`src/dabd_pkg.sv`:
```
// Shared widths, register map and item type for the detection argmax box decoder.
package dabd_pkg;

    localparam int NUM_CLASSES = 80;
    localparam int LABEL_W     = 7;
    localparam int SCORE_W     = 16;
    localparam int COORD_W     = 16;
    localparam int LIMIT_W     = 12;
    localparam int FRAC_PX_W   = 4;
    localparam int SPAN_W      = COORD_W + 2;
    localparam int PROD_W      = SPAN_W + COORD_W;
    localparam int PROD_SHIFT  = 17;
    localparam int PADDR_W     = 4;
    localparam int PDATA_W     = 32;

    localparam logic [LABEL_W-1:0] LAST_POS = LABEL_W'(NUM_CLASSES - 1);

    // Register indexes, taken from paddr[3:2]
    localparam logic [1:0] REG_PIXELS_PER_UNIT = 2'd0;
    localparam logic [1:0] REG_MAX_COL         = 2'd1;
    localparam logic [1:0] REG_MAX_ROW         = 2'd2;
    localparam logic [1:0] REG_SCORE_THRESHOLD = 2'd3;

    localparam logic [COORD_W-1:0] RST_PIXELS_PER_UNIT = 16'd10240;
    localparam logic [LIMIT_W-1:0] RST_MAX_COL         = 12'd639;
    localparam logic [LIMIT_W-1:0] RST_MAX_ROW         = 12'd639;
    localparam logic [SCORE_W-1:0] RST_SCORE_THRESHOLD = 16'd32768;

    typedef struct packed {
        logic [SCORE_W-1:0] class_score;
        logic [COORD_W-1:0] center_x;
        logic [COORD_W-1:0] center_y;
        logic [COORD_W-1:0] box_width;
        logic [COORD_W-1:0] box_height;
        logic               last_class;
        logic               last_query;
    } t_item;

endpackage

```
`src/dabd_edge.sv`:
```
// One box corner: centre -/+ half size, scaled to Q12.4 pixels and clipped.
module dabd_edge (
    input  logic [dabd_pkg::COORD_W-1:0] i_centre,
    input  logic [dabd_pkg::COORD_W-1:0] i_size,
    input  logic                         i_near,
    input  logic [dabd_pkg::LIMIT_W-1:0] i_limit,
    input  logic [dabd_pkg::COORD_W-1:0] i_scale,
    output logic [dabd_pkg::COORD_W-1:0] o_px
);

    logic [dabd_pkg::COORD_W:0]                        twice;
    logic                                              non_pos;
    logic [dabd_pkg::SPAN_W-1:0]                       span;
    logic [dabd_pkg::PROD_W-1:0]                       prod;
    logic [dabd_pkg::PROD_W-dabd_pkg::PROD_SHIFT-1:0]  px;
    logic [dabd_pkg::COORD_W-1:0]                      cap;

    // Edge in units of 2^-17: 2*centre -/+ size
    assign twice   = {i_centre, 1'b0};
    assign non_pos = i_near && (twice <= {1'b0, i_size});
    assign span    = i_near ? ({1'b0, twice} - {2'b00, i_size})
                            : ({1'b0, twice} + {2'b00, i_size});

    assign prod = {{dabd_pkg::COORD_W{1'b0}}, span}
                * {{dabd_pkg::SPAN_W{1'b0}}, i_scale};
    assign px   = prod[dabd_pkg::PROD_W-1:dabd_pkg::PROD_SHIFT];
    assign cap  = {i_limit, {dabd_pkg::FRAC_PX_W{1'b0}}};

    always_comb begin
        if (non_pos) begin
            o_px = '0;
        end else if (px > {1'b0, cap}) begin
            o_px = cap;
        end else begin
            o_px = px[dabd_pkg::COORD_W-1:0];
        end
    end

endmodule

```
`src/detection_argmax_box_decode_top.sv`:
```
// Top level: streaming class argmax and box corner decode with APB register port.
// A closing score word passes the input register, then the result register.
// Throughput: one score word per cycle, except while a closing word waits for
//   a free result slot; the argmax compare and four independent 18x16 corner
//   multiplies sit between the input and result registers.
// Reset (sync, active low) clears valids and argmax state, loads register defaults.
module detection_argmax_box_decode_top (
    input  logic                           i_clk,
    input  logic                           i_rst_n,
    // score stream
    input  logic                           i_in_valid,
    output logic                           o_in_ready,
    input  logic [dabd_pkg::SCORE_W-1:0]   i_class_score,
    input  logic [dabd_pkg::COORD_W-1:0]   i_center_x,
    input  logic [dabd_pkg::COORD_W-1:0]   i_center_y,
    input  logic [dabd_pkg::COORD_W-1:0]   i_box_width,
    input  logic [dabd_pkg::COORD_W-1:0]   i_box_height,
    input  logic                           i_last_class,
    input  logic                           i_last_query,
    // detection results
    output logic                           o_out_valid,
    input  logic                           i_out_ready,
    output logic                           o_kept,
    output logic [dabd_pkg::LABEL_W-1:0]   o_label,
    output logic [dabd_pkg::SCORE_W-1:0]   o_best_confidence,
    output logic [dabd_pkg::COORD_W-1:0]   o_left_px,
    output logic [dabd_pkg::COORD_W-1:0]   o_top_px,
    output logic [dabd_pkg::COORD_W-1:0]   o_right_px,
    output logic [dabd_pkg::COORD_W-1:0]   o_bottom_px,
    output logic                           o_frame_done,
    // register port
    input  logic                           psel,
    input  logic                           penable,
    input  logic                           pwrite,
    input  logic [dabd_pkg::PADDR_W-1:0]   paddr,
    input  logic [dabd_pkg::PDATA_W-1:0]   pwdata,
    output logic [dabd_pkg::PDATA_W-1:0]   prdata,
    output logic                           pready
);

    // ------------------------------------------------------------------
    // Configuration registers
    // ------------------------------------------------------------------
    logic [dabd_pkg::COORD_W-1:0] r_pixels_per_unit;
    logic [dabd_pkg::LIMIT_W-1:0] r_max_col;
    logic [dabd_pkg::LIMIT_W-1:0] r_max_row;
    logic [dabd_pkg::SCORE_W-1:0] r_score_threshold;
    logic                         cfg_wr;
    logic [1:0]                   cfg_idx;

    assign pready  = 1'b1;
    assign cfg_idx = paddr[3:2];
    assign cfg_wr  = psel && penable && pwrite && pready;

    always_ff @(posedge i_clk) begin
        if (!i_rst_n) begin
            r_pixels_per_unit <= dabd_pkg::RST_PIXELS_PER_UNIT;
            r_max_col         <= dabd_pkg::RST_MAX_COL;
            r_max_row         <= dabd_pkg::RST_MAX_ROW;
            r_score_threshold <= dabd_pkg::RST_SCORE_THRESHOLD;
        end else if (cfg_wr) begin
            case (cfg_idx)
                dabd_pkg::REG_PIXELS_PER_UNIT: begin
                    r_pixels_per_unit <= pwdata[dabd_pkg::COORD_W-1:0];
                end
                dabd_pkg::REG_MAX_COL: begin
                    r_max_col <= pwdata[dabd_pkg::LIMIT_W-1:0];
                end
                dabd_pkg::REG_MAX_ROW: begin
                    r_max_row <= pwdata[dabd_pkg::LIMIT_W-1:0];
                end
                dabd_pkg::REG_SCORE_THRESHOLD: begin
                    r_score_threshold <= pwdata[dabd_pkg::SCORE_W-1:0];
                end
                default: begin
                end
            endcase
        end
    end

    // Read back zero-extended; read data is combinational since pready is tied high
    always_comb begin
        case (cfg_idx)
            dabd_pkg::REG_PIXELS_PER_UNIT: begin
                prdata = dabd_pkg::PDATA_W'(r_pixels_per_unit);
            end
            dabd_pkg::REG_MAX_COL: begin
                prdata = dabd_pkg::PDATA_W'(r_max_col);
            end
            dabd_pkg::REG_MAX_ROW: begin
                prdata = dabd_pkg::PDATA_W'(r_max_row);
            end
            dabd_pkg::REG_SCORE_THRESHOLD: begin
                prdata = dabd_pkg::PDATA_W'(r_score_threshold);
            end
            default: begin
                prdata = '0;
            end
        endcase
    end

    // ------------------------------------------------------------------
    // Input register stage
    // ------------------------------------------------------------------
    dabd_pkg::t_item r_s1;
    logic            r_s1_vld;
    logic            out_free;
    logic            s1_go;
    logic            in_take;

    // The output slot is free when empty or when its word leaves this cycle.
    assign out_free = !o_out_valid || i_out_ready;
    // Only a closing word needs the output slot; plain scores always drain.
    assign s1_go    = r_s1_vld && (!r_s1.last_class || out_free);
    assign o_in_ready = !r_s1_vld || s1_go;
    assign in_take  = i_in_valid && o_in_ready;

    always_ff @(posedge i_clk) begin
        if (!i_rst_n) begin
            r_s1_vld <= 1'b0;
        end else if (in_take) begin
            r_s1_vld <= 1'b1;
        end else if (s1_go) begin
            r_s1_vld <= 1'b0;
        end
    end

    always_ff @(posedge i_clk) begin
        if (in_take) begin
            r_s1.class_score <= i_class_score;
            r_s1.center_x    <= i_center_x;
            r_s1.center_y    <= i_center_y;
            r_s1.box_width   <= i_box_width;
            r_s1.box_height  <= i_box_height;
            r_s1.last_class  <= i_last_class;
            r_s1.last_query  <= i_last_query;
        end
    end

    // ------------------------------------------------------------------
    // Running argmax
    // ------------------------------------------------------------------
    logic [dabd_pkg::SCORE_W-1:0] r_best_score;
    logic [dabd_pkg::LABEL_W-1:0] r_best_label;
    logic [dabd_pkg::LABEL_W-1:0] r_class_pos;
    logic                         take_new;
    logic [dabd_pkg::SCORE_W-1:0] n_best_score;
    logic [dabd_pkg::LABEL_W-1:0] n_best_label;
    logic                         kept;

    // First score of a query always wins; later ones only on a strict increase,
    // so ties keep the earlier class.
    assign take_new     = (r_class_pos == '0) || (r_s1.class_score > r_best_score);
    assign n_best_score = take_new ? r_s1.class_score : r_best_score;
    assign n_best_label = take_new ? r_class_pos : r_best_label;
    assign kept         = n_best_score >= r_score_threshold;

    always_ff @(posedge i_clk) begin
        if (!i_rst_n) begin
            r_best_score <= '0;
            r_best_label <= '0;
            r_class_pos  <= '0;
        end else if (s1_go) begin
            if (r_s1.last_class) begin
                // close the query: start the next one fresh
                r_best_score <= '0;
                r_best_label <= '0;
                r_class_pos  <= '0;
            end else begin
                r_best_score <= n_best_score;
                r_best_label <= n_best_label;
                // hold at the last class once the query runs long
                if (r_class_pos < dabd_pkg::LAST_POS) begin
                    r_class_pos <= r_class_pos + 1'b1;
                end
            end
        end
    end

    // ------------------------------------------------------------------
    // Corner decode: four independent scale-and-clip units
    // ------------------------------------------------------------------
    logic [dabd_pkg::COORD_W-1:0] left_px;
    logic [dabd_pkg::COORD_W-1:0] top_px;
    logic [dabd_pkg::COORD_W-1:0] right_px;
    logic [dabd_pkg::COORD_W-1:0] bottom_px;

    dabd_edge u_left (
        .i_centre (r_s1.center_x),
        .i_size   (r_s1.box_width),
        .i_near   (1'b1),
        .i_limit  (r_max_col),
        .i_scale  (r_pixels_per_unit),
        .o_px     (left_px)
    );

    dabd_edge u_top (
        .i_centre (r_s1.center_y),
        .i_size   (r_s1.box_height),
        .i_near   (1'b1),
        .i_limit  (r_max_row),
        .i_scale  (r_pixels_per_unit),
        .o_px     (top_px)
    );

    dabd_edge u_right (
        .i_centre (r_s1.center_x),
        .i_size   (r_s1.box_width),
        .i_near   (1'b0),
        .i_limit  (r_max_col),
        .i_scale  (r_pixels_per_unit),
        .o_px     (right_px)
    );

    dabd_edge u_bottom (
        .i_centre (r_s1.center_y),
        .i_size   (r_s1.box_height),
        .i_near   (1'b0),
        .i_limit  (r_max_row),
        .i_scale  (r_pixels_per_unit),
        .o_px     (bottom_px)
    );

    // ------------------------------------------------------------------
    // Result register
    // ------------------------------------------------------------------
    logic                         r_out_vld;
    logic                         out_load;
    logic                         r_kept;
    logic [dabd_pkg::LABEL_W-1:0] r_label;
    logic [dabd_pkg::SCORE_W-1:0] r_best_confidence;
    logic [dabd_pkg::COORD_W-1:0] r_left_px;
    logic [dabd_pkg::COORD_W-1:0] r_top_px;
    logic [dabd_pkg::COORD_W-1:0] r_right_px;
    logic [dabd_pkg::COORD_W-1:0] r_bottom_px;
    logic                         r_frame_done;

    assign out_load    = s1_go && r_s1.last_class;
    assign o_out_valid = r_out_vld;

    always_ff @(posedge i_clk) begin
        if (!i_rst_n) begin
            r_out_vld <= 1'b0;
        end else if (out_load) begin
            r_out_vld <= 1'b1;
        end else if (i_out_ready) begin
            r_out_vld <= 1'b0;
        end
    end

    // Dropped detections report label and score but zero corners.
    always_ff @(posedge i_clk) begin
        if (out_load) begin
            r_kept            <= kept;
            r_label           <= n_best_label;
            r_best_confidence <= n_best_score;
            r_left_px         <= kept ? left_px   : '0;
            r_top_px          <= kept ? top_px    : '0;
            r_right_px        <= kept ? right_px  : '0;
            r_bottom_px       <= kept ? bottom_px : '0;
            r_frame_done      <= r_s1.last_query;
        end
    end

    assign o_kept            = r_kept;
    assign o_label           = r_label;
    assign o_best_confidence = r_best_confidence;
    assign o_left_px         = r_left_px;
    assign o_top_px          = r_top_px;
    assign o_right_px        = r_right_px;
    assign o_bottom_px       = r_bottom_px;
    assign o_frame_done      = r_frame_done;

    // ------------------------------------------------------------------
    // Assertions
    // ------------------------------------------------------------------
    a_rst_clears_out: assert property (@(posedge i_clk)
        !i_rst_n |=> !o_out_valid)
        else $error("result valid after reset");

    a_pos_saturates: assert property (@(posedge i_clk) disable iff (!i_rst_n)
        r_class_pos <= dabd_pkg::LAST_POS)
        else $error("class position beyond last class");

    a_drop_zero_box: assert property (@(posedge i_clk) disable iff (!i_rst_n)
        (o_out_valid && !o_kept) |-> (o_left_px == '0 && o_top_px == '0
                                      && o_right_px == '0 && o_bottom_px == '0))
        else $error("dropped detection carries a box");

    a_box_ordered: assert property (@(posedge i_clk) disable iff (!i_rst_n)
        (o_out_valid && o_kept) |-> (o_left_px <= o_right_px && o_top_px <= o_bottom_px))
        else $error("near edge beyond far edge");

    a_label_range: assert property (@(posedge i_clk) disable iff (!i_rst_n)
        o_out_valid |-> (o_label <= dabd_pkg::LAST_POS))
        else $error("label out of class range");

endmodule

```
`config.mk`:
```
export PLATFORM = sky130hd
export DESIGN_NAME = detection_argmax_box_decode_top
export DESIGN_NICKNAME = d
export VERILOG_FILES = /design/src/dabd_pkg.sv /design/src/dabd_edge.sv /design/src/detection_argmax_box_decode_top.sv
export SDC_FILE = /design/constraint.sdc
export NUM_CORES = 2
export LEC_CHECK = 0
export BUFFER_PORTS_ARGS = -buffer_cell sky130_fd_sc_hd__clkbuf_2
export CAP_MARGIN = 15
export CELL_PAD_IN_SITES_DETAIL_PLACEMENT = 2
export CELL_PAD_IN_SITES_GLOBAL_PLACEMENT = 2
export CORE_ASPECT_RATIO = 1.25
export CORE_MARGIN = 3
export CORE_UTILIZATION = 39
export DETAILED_ROUTE_END_ITERATION = 10
export HOLD_SLACK_MARGIN = 0.1
export PLACE_DENSITY_LB_ADDON = 0.1
export SLEW_MARGIN = 15
export SYNTH_ARGS = -nofsm -noshare
export SYNTH_HDL_FRONTEND = slang
export SYNTH_HIERARCHICAL = 1
export SYNTH_SLANG_ARGS = --single-unit
```
`constraint.sdc`:
```
create_clock -name i_clk -period 21.8 [get_ports i_clk]
set_clock_uncertainty 0.05 [all_clocks]
set_input_delay 2.18 -clock i_clk [delete_from_list [all_inputs] [get_ports i_clk]]
set_output_delay 2.18 -clock i_clk [all_outputs]
set_load 0.005 [all_outputs]
```
; ---- Word-level counts from Yosys, hierarchy flattened
; Cells that the tools add are included.
[classes]
addsub = 5
multipliers = 4
div_mod_pow = 0
n_lt_le_gt_ge = 9
n_eq_ne = 3
n_shift = 0
mux = 15
bitwise = 1
n_reduce_logical = 28
[op_table]
columns = cell, n
row1 = 18-bit by 16-bit multiplier with 34-bit output, 4
row2 = 32-bit case mux with 4 select lines, 1
row3 = 16-bit 2-to-1 mux, 6
row4 = 17-bit by 16-bit > comparator with 1-bit output, 4
row5 = 17-bit by 16-bit adder with 18-bit output, 2
row6 = 17-bit by 16-bit subtractor with 18-bit output, 2
row7 = 17-bit by 16-bit less-or-equal comparator with 1-bit output, 2
row8 = 7-bit 2-to-1 mux, 4
row9 = 16-bit >= comparator, 1
row10 = 16-bit > comparator, 1
row11 = 2-bit AND reduction, 5
row12 = 2-bit OR reduction, 4
row13 = 7-bit by 1-bit adder with 7-bit output (second input constant), 1
row14 = 7-bit logical NOT, 1
row15 = 7-bit < comparator (second input constant), 1
row16 = 2-bit nonzero test, 3
row17 = 3-bit OR reduction, 2
row18 = 1-bit logical AND, 5
row19 = 2-bit equality test (second input constant), 2
row20 = 1-bit logical OR, 4
row21 = 1-bit 2-to-1 mux, 4
row22 = 1-bit logical NOT, 3
row23 = 2-bit by 1-bit equality test with 1-bit output (second input constant), 1
row24 = 2-bit logical NOT, 1
row25 = 1-bit NOT, 1
[word_totals]
register_bits = 259
latch_bits = 0
ram_bits = 0
romBits = 0
inputBits = 125
output_inout_bits = 124
mem_count = 0

; ---- Depth between registers and ports, before layout
[logic_depth]
word_depth = 7
mapped_depth = 47
ltp_nobuf = 45

; ---- Cells and area by module
; The synthesis kept the hierarchy.
[modules_own_cells]
columns = module, instances, cells_each, area_each_um2
row1 = dabd_edge (u_top), 1, 1418, 11705.0
row2 = dabd_edge (u_left), 1, 1434, 11651.2
row3 = dabd_edge (u_bottom), 1, 1365, 11383.4
row4 = dabd_edge (u_right), 1, 1335, 11130.7
row5 = detection_argmax_box_decode_top, 1, 836, 10577.6

; ---- Worst setup path after synthesis
; Ideal clock, no wire load.
[synth_path]
kind = register -> register
from = register r_s1[57] (netlist bit)
to = register r_left_px, in the netlist o_left_px[15] (data pin)
setup_time_ps = 269
arrival_time_ps = 9954
t_required_ps = 21481
setup_slack_ps = 11527
path_stages_with_launch = 44
path_buffers = 3
cell_sequence = edfxtp_1 ha_1 clkbuf_1 a21o_1 a21o_1 a21o_1 a21oi_1 nor2b_1 a311oi_1 o31ai_1 a21boi_2 buf_2 mux2_2 fa_1 fa_1 fa_1 inv_1 fa_1 (+8 left out) o21a_1 a21boi_0 o21a_1 a21o_1 xnor2_1 inv_1 ha_1 nand3_1 nor4_1 and4b_1 o21ai_0 o22ai_1 o221ai_1 and3_1 clkbuf_1 o21ai_0 a21oi_1 a21boi_0
[synth_between]
elab_chain_cells = 4
elab_cells_between_ends = 6
cone_classes = 1 x add/sub / 1 x mul / 2 x order compare / 1 x mux / 1 x reduce/logical
[synth_rtl]
columns = item, line_no
row1 = "start, declared", detection_argmax_box_decode_top.sv:105  ; dabd_pkg::t_item r_s1;
row2 = 17-bit by 16-bit subtractor with 18-bit output, n/a
row3 = 18-bit by 16-bit multiplier with 34-bit output, dabd_edge.sv:25  ; * {{dabd_pkg::SPAN_W{1'b0}}, i_scale};
row4 = 17-bit by 16-bit > comparator with 1-bit output, dabd_edge.sv:32  ; end else if (px > {1'b0, cap}) begin
row5 = 16-bit 2-to-1 mux, dabd_edge.sv:32
row6 = "end signal, assigned", detection_argmax_box_decode_top.sv:257  ; r_left_px <= kept ? left_px : '0;
row7 = "end, declared", detection_argmax_box_decode_top.sv:232  ; logic [dabd_pkg::COORD_W-1:0] r_left_px;
; Several ways; a longest one is shown, not always the timed one.
; A chain may end at the register's enable or synchronous reset.

; ---- Worst setup path in the final report
[layout_path]
from = register r_s1[34] (netlist bit)
to = register r_bottom_px, in the netlist o_bottom_px[5] (data pin)
[layout_between]
elab_chain_cells = 4
[layout_rtl]
columns = item, line_no
row1 = 17-bit by 16-bit adder with 18-bit output (*), dabd_edge.sv:22  ; : ({1'b0, twice} + {2'b00, i_size});
row2 = 18-bit by 16-bit multiplier with 34-bit output (*), dabd_edge.sv:25
row3 = 17-bit by 16-bit > comparator with 1-bit output, dabd_edge.sv:32
row4 = 16-bit 2-to-1 mux (*), dabd_edge.sv:32
row5 = via bottom_px (one bit), detection_argmax_box_decode_top.sv:186  ; logic [dabd_pkg::COORD_W-1:0] bottom_px;
row6 = "end signal, assigned", detection_argmax_box_decode_top.sv:260  ; r_bottom_px <= kept ? bottom_px : '0;
row7 = "end, declared", detection_argmax_box_decode_top.sv:235  ; logic [dabd_pkg::COORD_W-1:0] r_bottom_px;
; The timed path passes the listed nets; every way through them passes the cells marked *.

==> summary by stage <==
Run status
The run finished with clean final reports.

Finish
The finished cells cover ~61000 µm². The net count of the finished layout is 8108. The ratio of cells with drive above 1 in the final layout is between 8 and 9%. The fill cell total of the finished layout is about 16k.

Cells fill 42.49% of the core in the end. The layout overhead on the synthesized area is 7.878%.

GRT
The total grt overflow is 0. The number of global-route vias before repair is approximately 54k. The number of antenna violations at the first check in global routing is 23. Entering global routing, the biggest net connects 64 pins. The wire length of the first global-routing pass is 326600 µm. Global routing consumed, over all layers together, 28.55% of the routing resources.

Detailed routing
In this run the remaining antenna-violating nets after routing total 0. The first detailed-routing pass ran for 7 iterations. The total number of vias is 46.00k. The wire length reported by the detailed router is 211200 µm. The vias per cell is 5.479. Dividing the detail-routed wire length by the instance count gives 25.16 µm. The detailed router's first-iteration violation count is around 1.9k. In the routed design, unresolved DRC markers number 0.

Clocking
In this run, post-CTS hold repair placed 0 buffers. The total clock buffers created by CTS is 37. The number of clock sinks seen by CTS is between 200 and 300. The maximum count of clock buffers along a single path is 3. The number of gates resized after CTS is 0. The clock transition at the registers of the reported paths is around 0.060 ns. The root buffer cell chosen for the clock tree is sky130_fd_sc_hd__clkbuf_16.

The post-CTS repair timing setup buffer count is 0. In this run the number of H-tree levels came out at 2. The clock tree from TritonCTS is built. For the worst-skew pair, the clock arrives at the later sink with an insertion delay of 0.61 ns.

Synthesis
Of all cell types, the one taking the most synthesized area is sky130_fd_sc_hd__fa_1. The fraction of the mapped netlist area in simple logic gates is 17.33%. Synthesis inferred 259 register bits.

Dividing the synthesized area by the synthesized cell count gives a little under 9 µm². The area fraction in compound gates after synthesis is a little over a tenth. By area the synthesized netlist is led by sky130_fd_sc_hd__fa_1, sky130_fd_sc_hd__ha_1, sky130_fd_sc_hd__edfxtp_1. The dominant combinational cell family by area after synthesis is adder cells. The number of warnings reported in the yosys synthesis log is 6. The share of synthesized area spent on multiplexers is approximately 2.1%.

In this run, synthesis inferred 171 flip-flops with an integrated enable. For this run, asynchronously set or reset flops after synthesis account for 0%. The area of the mapped netlist is ~56000 µm².

The share of Yosys cell area claimed by the top area cell type is about a third. After Yosys synthesis, XOR and XNOR cells account for 1.722% of the synthesized area. Sequential elements use 12.22% of the synthesized area. The synthesized instance count is ~6.4k. The synthesized netlist contains 120 unique library cells. The area share of fa/ha/maj cells after synthesis is 45.33%. In the synthesized netlist the dominant register cell turns out to be sky130_fd_sc_hd__edfxtp_1.

STA
For the pin with the worst max-slew slack, the measured transition is 1.130 ns. Counting I/O delays and the setup requirement, the final critical path takes around 12 ns. The total setup violations reported at the end of the flow is 0.

The hold violation total from the final report came to 0. The final period utilization is 56.86%. Based on the critical path, the design can be clocked at up to between 0.08 and 0.09 GHz. Setup total negative slack on the finished layout was measured at 0 ns. The worst max-slew margin expressed relative to the limit is 24.64%. Setup repair after global routing left no endpoint under its margin. The max-slew violation total from the final report is 0.

Floorplanning
The die is 346.3 µm wide. The initial standard-cell utilization of the core is 39.39%. The top-level I/O count is around 250. The core region is between 100000 and 150000 µm². The die covers 149400 µm².

The initialized floorplan defines 155 standard-cell rows. From bottom edge to top edge, the die measures 431.4 µm.

Pwr
Per report_power, the combinational group accounts for 73.1% of the total. The switching share of power is a little over half. The completed layout was analyzed and its total power is roughly 4.8 mW. Across the VDD grid, the largest voltage drop is between 70 and 80 µV. For this design the total switching power over the nets is 2.485 mW. The static leakage is 29.48 nW. The power density of the placed cells is approximately 78 nW/µm². The power share of the sequential group is 12.9%. The clock network fraction of total power is 14.0%.

The cell-internal power is ~2.3 mW.

Critical path
The slowest stage of the critical path belongs to the cell sky130_fd_sc_hd__edfxtp_1. Along the worst path, the maximum fanout reaches 16. The startpoint-to-endpoint class of the critical path is reg2reg. The most numerous cell on the critical path is sky130_fd_sc_hd__fa_1. The critical path capture point type is a register. The type of origin of the critical path is a register. Data on the critical path arrives at its endpoint at between 10 and 15 ns. STA puts the critical path data required time at 22.04 ns. The highest cell delay on the worst timing path is 0.66 ns.

Placed design
The HPWL after detailed placement is between 150000 and 200000 µm. The count of buffers added on input and output ports is 213. After detailed placement, the total cell area comes to 59570 µm². The weighted congestion at the end of routability-driven global placement is 0.8914.

Worst hold path
In this run the worst hold path is classified as reg2reg.

Run
The number of max-capacitance violations reported is 0.
synth_stat cells, types with 34 or more instances:
cell type	number
sky130_fd_sc_hd__o21ai_0	117
sky130_fd_sc_hd__nand2_1	888
sky130_fd_sc_hd__clkbuf_1	225
sky130_fd_sc_hd__nor2b_1	59
sky130_fd_sc_hd__ha_1	618
sky130_fd_sc_hd__and2_1	466
sky130_fd_sc_hd__dfxtp_1	88
sky130_fd_sc_hd__nor3_1	76
sky130_fd_sc_hd__nand2b_1	65
sky130_fd_sc_hd__a21boi_0	78
sky130_fd_sc_hd__xor2_1	37
sky130_fd_sc_hd__inv_1	1249
sky130_fd_sc_hd__xnor2_1	74
sky130_fd_sc_hd__a21oi_1	233
sky130_fd_sc_hd__a21o_1	65
sky130_fd_sc_hd__nand4_1	54
sky130_fd_sc_hd__fa_1	892
sky130_fd_sc_hd__edfxtp_1	171
sky130_fd_sc_hd__o31ai_1	34
sky130_fd_sc_hd__nand3_1	104
sky130_fd_sc_hd__a31oi_1	39
sky130_fd_sc_hd__nor2_1	149
cells in the final DEF (no fill, tap or decap), drive strengths merged, types with 74 or more instances in the layout:
master,n
dfxtp,88
edfxtp,171
clkbuf,254
buf,115
ha,618
fa,892
o21ai,127
xnor2,74
nand3,104
nor3,76
inv,1258
and2,469
nand2,890
nor2,151
a21oi,235
a21boi,84
metrics by stage:
stage / hold WS [ns] / setup slack [ns] / instances
after floorplan: 0.3503 / 11.53 / 6412
after global placement: 0.3574 / 9.572 / 8318
after detailed placement: 0.3630 / 9.491 / 8318
after CTS: 0.3906 / 9.430 / 8386
after global routing: 0.4094 / 8.719 / 8386
final: 0.3887 / 9.404 / 8395
power by group through the flow:
| stage | combinational (mW) | clock [mW] | sequential (mW) |
|---|---|---|---|
| 6_report | 3.47 | 0.665 | 0.612 |
| 5_1_grt | 3.89 | 0.698 | 0.614 |
| 4_1_cts | 3.50 | 0.683 | 0.612 |
| 3_5_place_dp | 3.46 | 0 | 0.622 |
| 3_3_place_gp | 3.34 | 0 | 0.621 |
| 2_1_floorplan | 2.34 | 0 | 0.602 |
layer usage:
layer  share of wire (%)  wire length, µm  GRT usage, %
met1                  42            88000         35.18
met2                  51           108500         52.51
met3                 3.9             8330         3.145
met4                 3.0             6363         7.960
met5               0.027               57             0
logic make-up after synthesis:
logic type / count (synthesis)
other: 2
adder cells (fa/ha/maj): 1510
XOR/XNOR: 111
flip-flops: 259
buffers and inverters: 1558
AND/OR/NAND/NOR: 1990
multiplexers: 90
AO/OA/AOI/OAI: 868
worst paths after layout:
| kind | start | endpoint | slack [ns] | cells after the start |
|---|---|---|---|---|
| hold reg to reg | r_s1[0] | o_frame_done | 0.39 | 0 |
| hold / removal | r_s1[0] | o_frame_done | 0.39 | 0 |
| setup / recovery | r_s1[34] | o_bottom_px[5] | 9.40 | 40 |
| setup reg to reg | r_s1[34] | o_bottom_px[5] | 9.40 | 40 |
critical path: cells and delay by family, from the launching register on:
kind / cells / cell delay (ns)
DFF: 1 / 0.66
buffers and inverters: 6 / 0.56
adders and majority gates: 10 / 4.51
and+or+nand+nor: 2 / 0.62
xor gates and xnor gates: 2 / 0.36
AOI/OAI and AO/OA: 20 / 5.32
sequential cells by signal (all words and copies together), names as in the netlist, 12 cells and up:
signal             flops
o_top_px              16
o_right_px            16
r_s1                  82
r_score_threshold     16
o_bottom_px           16
o_best_confidence     16
r_pixels_per_unit     16
r_best_score          16
r_max_row             12
o_left_px             16
r_max_col             12
final cells by class:
type / count / area (µm²) / area share, %
timing repair buffer: 328 / 1929 / 3.168
clock inverter: 27 / 326.6 / 0.5363
inverter: 1252 / 4700 / 7.717
antenna: 9 / 22.52 / 0.03698
tap: 1884 / 2357 / 3.871
multi-input combinational: 4595 / 43650 / 71.69
sequential: 259 / 6934 / 11.39
clock buffer: 41 / 972.2 / 1.596
Note: power is estimated with default switching activity, not from simulation.
